[config.mk]
export PLATFORM = sky130hd
export DESIGN_NAME = brf_stats
export DESIGN_NICKNAME = d
export VERILOG_FILES = /design/src/hdl/brf_pkg.sv /design/src/hdl/brf_stats.sv
export SDC_FILE = /design/constraint.sdc
export NUM_CORES = 1
export LEC_CHECK = 0
export BUFFER_PORTS_ARGS = -buffer_cell sky130_fd_sc_hd__buf_2
export CAP_MARGIN = 20
export CORE_UTILIZATION = 29
export DETAILED_ROUTE_END_ITERATION = 8
export GPL_ROUTABILITY_DRIVEN = 0
export SYNTH_ARGS = -nofsm -noshare
export SYNTH_HDL_FRONTEND = slang
export SYNTH_SLANG_ARGS = --single-unit
[constraint.sdc]
create_clock -name clk -period 2.04 [get_ports clk]
set_input_delay 0.306 -clock clk [delete_from_list [all_inputs] [get_ports clk]]
set_output_delay 0.306 -clock clk [all_outputs]
set_load 0.01 [all_outputs]
[src/hdl/brf_pkg.sv]
// ----------------------------------------------------------------------------
// brf_pkg - shared types and constants
// Ring geometry, command kinds and the transaction structs of the byte ring fifo.
// ----------------------------------------------------------------------------
`default_nettype none

package brf_pkg;

  // ring geometry, power of two, 4 .. 65536
  localparam int DEPTH = 1024;
  localparam int IDX_W = $clog2(DEPTH);

  // fixed field widths of the transactions
  localparam int CNT_W  = 10;
  localparam int BYTE_W = 8;
  localparam int DROP_W = 32;

  // width that holds both an index-sized count and a field-sized count
  localparam int SUM_W = (IDX_W > CNT_W) ? IDX_W : CNT_W;

  // largest fill level: one slot always stays free
  localparam logic [IDX_W-1:0] FILL_MAX = IDX_W'(DEPTH - 1);

  typedef enum logic [1:0] {
    KIND_WRITE = 2'd0,
    KIND_READ  = 2'd1,
    KIND_SKIP  = 2'd2,
    KIND_EMPTY = 2'd3
  } brf_kind_t;

  typedef struct packed {
    brf_kind_t         kind;
    logic [BYTE_W-1:0] wr_byte;
    logic [CNT_W-1:0]  skip_count;
  } brf_cmd_t;

  typedef struct packed {
    logic [BYTE_W-1:0] rd_byte;
    logic              rd_valid;
    logic              wr_accepted;
    logic [CNT_W-1:0]  used_count;
    logic [CNT_W-1:0]  free_count;
    logic [CNT_W-1:0]  high_water;
    logic [DROP_W-1:0] dropped_total;
  } brf_res_t;

  // statistics update for one write
  typedef struct packed {
    logic             wr_evt;
    logic             drop;
    logic [IDX_W-1:0] used_after;
  } brf_stat_upd_t;

endpackage

`default_nettype wire

[src/hdl/brf_stats.sv]
// ----------------------------------------------------------------------------
// brf_stats - fill statistics
// Keeps the high-water mark of the fill level and the wrapping drop counter.
// ----------------------------------------------------------------------------
`default_nettype none

module brf_stats
  import brf_pkg::*;
(
  input  wire logic              clk,
  input  wire logic              rst,
  input  wire brf_stat_upd_t     upd,
  output logic      [IDX_W-1:0]  peak,
  output logic      [DROP_W-1:0] dropped
);

  logic [IDX_W-1:0]  peak_next;
  logic [DROP_W-1:0] dropped_next;

  always_comb begin
    peak_next    = peak;
    dropped_next = dropped;
    if (upd.wr_evt) begin
      if (upd.used_after > peak) begin
        peak_next = upd.used_after;
      end
      if (upd.drop) begin
        dropped_next = dropped + DROP_W'(1);
      end
    end
  end

  always_ff @(posedge clk) begin
    if (rst) begin
      peak    <= '0;
      dropped <= '0;
    end else begin
      peak    <= peak_next;
      dropped <= dropped_next;
    end
  end

endmodule

`default_nettype wire

==> results by group, run 1 <==
Worst setup path
  • Data arrival time of the critical path: 1.98 ns
  • CP startpoint kind: flip-flop
  • Reg2reg start: dropped[0]$_SDFFE_PP0P_
  • Flop-to-flop setup slack: 0.22 ns
  • Worst setup EP type: flip-flop
  • Worst path required time: 2.20 ns
  • R2R depth: 7
  • CP Class: reg -> reg
  • RR Endpoint: dropped[16]$_SDFFE_PP0P_
  • CP Max Fanout: 6

Timing
  • Min Hold Slack: 0.290 ns
  • Period utilisation layout: 89.2%
  • Final setup violation count: 0
  • Maximum achievable frequency: 0.550 GHz
  • Worst-Margin Slew: 0.655 ns
  • Clock skew: 0.00670 ns
  • TNS Setup: 0 ns
  • Slew Limit Fails: 0
  • Tmin final: 1.82 ns
  • Relative slew margins: 56.3%
  • RSZ-0062 raised after global routing: false
  • Final Hold Viols: 0

Global routing
  • Global-route wire length before repair: 7250 um
  • Number of global-route vias before repair: 1561
  • Total congestion overflow: 0
  • Maximum number of pins on one net before global-route repair: 45
  • Antenna violations before repair: 0
  • Total GRT Usage: 12.2%

Cells and area
  • Nets@finish: 322
  • Final non-filler cell total: 394
  • Ant diodes: 0
  • Most common cell after layout, fill and taps aside: buf_2
  • Commonest cells after routing, fill and taps aside: 55 x buf_2, 42 x dfxtp_1, 27 x nor2_1
  • P&R area growth vs syn: 24.4%
  • Filler Cells Inserted: 757
  • Share of post-route cells with drive strength above 1: 24.5%
  • Final core area utilization: 37.9%

Route
  • Number of remaining DRC errors: 0
  • Routed WL per cell: 11.2 um
  • Final WL: 4420 um
  • Vias: 1743
  • Drt initial violations: 49
  • Final ANT Viol Nets: 0
  • DR vias/cell: 4.42
  • Pre-antenna DRT Iters: 4

Floorplan
  • Core Region: 6910 um^2
  • Die width: 87.2 um
  • Die ar.: 7600 um^2
  • Die Span Y: 87.2 um
  • Initial Utilization: 30.5%
  • IO Count: 56
  • Core Rows: 30

Yosys
  • EDFF count, synth: 0
  • Synth Area in Compound Gates: 4.64%
  • Synthesized area: 2100 um^2
  • Mapped Cells: 239
  • Ys Warns: 0
  • FFs w/ async S/R, synth: 0%
  • Cell variety after synth: 31
  • Synth Area in Simple Gates: 30.0%
  • Register bit count reported by yosys: 42
  • Syn_nets: 264
  • Main combinational cell family by area after synthesis: simple AND/OR/NAND/NOR gates
  • Post-synthesis adder-cell area fraction: 6.54%
  • Synth Area in XOR/XNOR: 9.99%
  • Multiplexer area fraction after synthesis: 4.76%
  • Ys flop type: dfxtp_1
  • Sequential share of the synthesized area: 40.0%
  • Average size of a mapped cell: 8.80 um^2

Clocking
  • Register clock-pin slew on the reported worst setup and hold paths: 0.07 ns
  • Post-CTS Setup Bufs: 0
  • Post-CTS sizing: 0
  • # hold bufs at CTS: 0
  • CTS H-Tree Depth: 2
  • CTS tree: built
  • CTS Buffer Depth: 2
  • Worst-Skew Late Latency: 0.29 ns
  • CTS root buf: clkbuf_8
  • Inserted Clock Buffers: 5
  • Clock Sinks: 42

Placement
  • Placed Cells: 386
  • Hpwl dp: 3320 um
  • IO buf count: 55

Run status
  • Status: completed

Power
  • Tot Pwr: 1650 uW
  • Cell leakage power: 0.00119 uW
  • VDD IR max: 0.000274 V
  • Power density over the cells: 632 nW/um^2

Hold path
  • Hold Path Depth: 3
  • Hold path start: upd[0]
  • Hold endpoint: peak[0]$_SDFFE_PP0P_
  • Hold WC Path Type: in -> reg

Flow run
  • Max-cap viol count: 0
==> metrics by stage <==
stage	setup slack, ns	instance area, um^2
floorplan	0.290	2100
global route	0.0348	2620
detailed placement	0.0825	2510
finish	0.220	2620
CTS	0.0821	2620
global placement	0.102	2510
==> worst max-delay path, stage by stage (launching register included) <==
cell and delay [ns]:
dfxtp_1 0.40, ha_1 0.17, nand3_1 0.22, nor4_4 0.40, buf_4 0.22, nand3_1 0.09
xor2_1 0.14, nor2_1 0.05
==> power breakdown <==
group / total [uW] / internal (uW) / switching, uW / leakage [uW]
registers: 854 / 838 / 15.8 / 0.000340
logic: 164 / 76.7 / 87.4 / 0.000794
clock network: 636 / 366 / 270 / 0.0000524
total: 1650 / 1280 / 373 / 0.00119
==> state kept, by name, indices dropped and copies added, names as in the netlist <==
name,cells
peak,10
dropped,32
==> cell families after synthesis <==
logic type / Yosys count
DFF: 42
xor gates and xnor gates: 24
buffers and inverters: 22
AOI/OAI and AO/OA: 16
muxes: 10
adders and majority gates: 11
and+or+nand+nor: 114
==> worst max-delay path by stage <==
stage | from | cells after the start | to | slack, ns
floorplan | peak[7]$_SDFFE_PP0P_ | 7 | peak[0]$_SDFFE_PP0P_ | 0.29
global placement | upd[7] | 6 | peak[6]$_SDFFE_PP0P_ | 0.10
detailed placement | upd[9] | 6 | peak[1]$_SDFFE_PP0P_ | 0.08
CTS | peak[9]$_SDFFE_PP0P_ | 6 | peak[1]$_SDFFE_PP0P_ | 0.08
global route | dropped[0]$_SDFFE_PP0P_ | 7 | dropped[16]$_SDFFE_PP0P_ | 0.03
finish | dropped[0]$_SDFFE_PP0P_ | 7 | dropped[16]$_SDFFE_PP0P_ | 0.22
==> synthesized netlist by cell type, types with 2 or more instances <==
| cell type | instances | area share [%] |
|---|---|---|
| a21o_1 | 3 | 1.1 |
| a21oi_1 | 6 | 1.4 |
| and2_1 | 2 | 0.59 |
| and3_1 | 4 | 1.2 |
| and4_1 | 5 | 2.1 |
| buf_2 | 2 | 0.48 |
| clkbuf_1 | 8 | 1.4 |
| dfxtp_1 | 42 | 40 |
| ha_1 | 11 | 6.5 |
| inv_1 | 12 | 2.1 |
| mux2i_1 | 10 | 4.8 |
| nand2_1 | 12 | 2.1 |
| nand2b_1 | 20 | 5.9 |
| nand3_1 | 17 | 4.0 |
| nand3b_1 | 3 | 1.1 |
| nand4_1 | 10 | 3.0 |
| nor2_1 | 27 | 4.8 |
| nor2b_1 | 2 | 0.59 |
| nor3_1 | 3 | 0.71 |
| o21ai_0 | 4 | 0.95 |
| or3_1 | 4 | 1.2 |
| xnor2_1 | 3 | 1.2 |
| xor2_1 | 21 | 8.7 |
==> layer usage <==
| layer | up-vias | track usage, % | wire [um] |
|---|---|---|---|
| li1 | 931 | - | - |
| met5 | - | 0 | 0 |
| met2 | 41 | 18.0 | 1790 |
| met3 | 6 | 4.08 | 249 |
| met1 | 765 | 16.7 | 2320 |
| met4 | 0 | 4.02 | 54 |
==> layout make-up <==
| class | count | area (um^2) | area share [%] |
|---|---|---|---|
| repair buffers | 61 | 320 | 12.2 |
| well taps | 96 | 120 | 4.59 |
| clock buffers | 7 | 76.3 | 2.92 |
| inverters | 12 | 45.0 | 1.72 |
| flip-flops and latches | 42 | 841 | 32.1 |
| clock inverters | 1 | 30.0 | 1.15 |
| multi-input cells | 175 | 1180 | 45.3 |
No activity file was read; power rests on OpenSTA's default activity.
==> run 2: changes to the inputs <==
Clock period 2.04 ns to 1.69 ns, I/O delays scaled along.
==> run 2 against run 1 <==
Effect of this change: sequential cell count is the same; clock skew increased by 0.0053 ns; routed wire length rose by 14%; via count up 6.7%; register-to-register slack worse by 0.22 ns; utilization up 3.8 points; critical path type unchanged; largest cell class unchanged.
==> results by group, run 2 (synthesized netlist as in run 1, its figures left out) <==
Timing
  • Relative slew margins: 52.6% (-3.7 points)
  • Worst-Margin Slew: 0.711 ns (+0.0559 ns)
  • Final Hold Viols: 0 (unchanged)
  • Final setup violation count: 0 (unchanged)
  • Period utilisation layout: 99.7% (+10 points)
  • Tmin final: 1.68 ns (-0.135 ns)
  • Post-route setup slack: 0.00516 ns (-0.215 ns)
  • RSZ-0062 raised after global routing: true
  • Maximum achievable frequency: 0.594 GHz (+8.0%)
  • Slew Limit Fails: 0 (unchanged)
  • TNS Setup: 0 ns (unchanged)
  • Clock skew: 0.0120 ns (+0.00530 ns)

Clocking
  • Worst-Skew Late Latency: 0.29 ns (about the same)
  • CTS H-Tree Depth: 2 (unchanged)
  • CTS Buffer Depth: 2 (unchanged)
  • CTS root buf: clkbuf_8
  • Clock Sinks: 42 (unchanged)
  • Inserted Clock Buffers: 5 (unchanged)
  • Register clock-pin slew on the reported worst setup and hold paths: 0.08 ns (about the same)
  • # hold bufs at CTS: 0 (unchanged)
  • CTS tree: built

Worst setup path
  • CP peak stage delay: 0.34 ns (-0.06 ns)
  • CP Class: reg -> reg
  • Worst setup EP type: flip-flop
  • CP max-delay cell: dfxtp_2
  • CP cell instances: inv_2 -> ha_4 -> nand4_1 -> nor3_1 -> o311a_1 -> buf_6 -> mux2i_1
  • CP Max Fanout: 3 (-3)
  • Data arrival time of the critical path: 1.89 ns (-0.09 ns)
  • CP startpoint kind: flip-flop
  • Worst path required time: 1.90 ns (-0.30 ns)

Floorplan
  • Core Region: 6910 um^2 (unchanged)
  • Die Span Y: 87.2 um (unchanged)
  • Die ar.: 7600 um^2 (unchanged)
  • IO Count: 56 (unchanged)
  • Initial Utilization: 30.5% (unchanged)
  • Die width: 87.2 um (unchanged)
  • Core Rows: 30 (unchanged)

Cells and area
  • Largest register FFs: 32 (unchanged)
  • Commonest cells after routing, fill and taps aside: 55 x buf_2, 30 x dfxtp_1, 27 x nor2_1
  • Final core area utilization: 41.7% (+3.8 points)
  • P&R area growth vs syn: 36.9%
  • Largest regs: dropped (32), peak (10)
  • Register area: 856 um^2 (+1.8%)
  • Share of post-route cells with drive strength above 1: 37.0% (+13 points)
  • Nets@finish: 340 (+5.6%)
  • Ant diodes: 0 (unchanged)
  • Filler Cells Inserted: 747 (-1.3%)
  • Biggest register: dropped
  • Most common cell after layout, fill and taps aside: buf_2
  • Multi-input logic area: 1300 um^2 (+9.6%)

Global routing
  • Total congestion overflow: 0 (unchanged)
  • Antenna violations before repair: 0 (unchanged)
  • Maximum number of pins on one net before global-route repair: 48 (+6.7%)
  • Number of global-route vias before repair: 1816 (+16%)
  • Global-route wire length before repair: 8070 um (+11%)
  • Total GRT Usage: 13.4% (+1.1 points)

Hold path
  • Hold WC Path Type: in -> reg

Route
  • Number of remaining DRC errors: 0 (unchanged)
  • DR vias/cell: 4.51 (+2.1%)
  • Final ANT Viol Nets: 0 (unchanged)
  • Final WL: 5040 um (+14%)
  • Routed WL per cell: 12.2 um (+9.0%)
  • Drt initial violations: 28 (-43%)
  • Vias: 1860 (+6.7%)
  • Pre-antenna DRT Iters: 4 (unchanged)

Flow run
  • Max-cap viol count: 0 (unchanged)

Power
  • Power density over the cells: 682 nW/um^2 (+8.0%)
  • VDD IR max: 0.000295 V (+7.7%)
  • Cell leakage power: 0.00130 uW (+9.8%)

Placement
  • IO buf count: 55 (unchanged)
  • Hpwl dp: 3520 um (+6.1%)
  • DP Worst Slack: -0.0598 ns (-0.142 ns)

Run status
  • Status: completed
run 2: where the power goes:
part	leakage (uW)	switching (uW)	internal [uW]	total (uW)
logic	0.000914	134	141	274
clock network	0.0000441	369	291	659
registers	0.000345	17.0	1020	1030
run 2: area by class of cell:
type	count	area share, %
clock inverters	3	0.738
well taps	96	4.17
multi-input cells	175	45.1
clock buffers	5	2.39
repair buffers	79	16.3
flip-flops and latches	42	29.7
inverters	12	1.56
run 2: final timing paths:
check	start	end	slack, ns	cells after the start
max	peak[7]$_SDFFE_PP0P_	peak[9]$_SDFFE_PP0P_	0.005	7
min	upd[6]	peak[6]$_SDFFE_PP0P_	0.23	3
max reg2reg	peak[7]$_SDFFE_PP0P_	peak[9]$_SDFFE_PP0P_	0.005	7
min reg2reg	peak[5]$_SDFFE_PP0P_	peak[5]$_SDFFE_PP0P_	0.48	2
run 2: metal layers:
layer  GRT usage (%)  share of wire (%)
met1            18.0                 50
met2            21.2                 45
met3            3.41                4.4
met4            3.58               0.54
met5               0                  0
run 2: per-stage QoR:
step	power [uW]	area (um^2)	cells	hold WS (ns)
final	1970	2880	412	0.225
after global placement	1280	2630	402	0.474
after global routing	2080	2880	412	0.243
after detailed placement	1280	2630	402	0.483
after CTS	1980	2790	412	0.218
after floorplan	1180	2110	239	0.401
run 2: repair_timing:
| action | in CTS | in global routing |
|---|---|---|
| endpoints found under the setup margin | 11 | 28 |
| gates resized for setup | 12 | 20 |
| pin swaps | 5 | 7 |
| buffers inserted | 2 | 0 |
run 2: worst max-delay path, delay by kind of cell, from the launching register on:
family | cells | cell delay, ns
adder cells (fa/ha/maj) | 1 | 0.27
multiplexers | 1 | 0.19
AO/OA/AOI/OAI | 1 | 0.26
AND/OR/NAND/NOR | 2 | 0.37
flip-flops | 1 | 0.34
buffers and inverters | 2 | 0.17
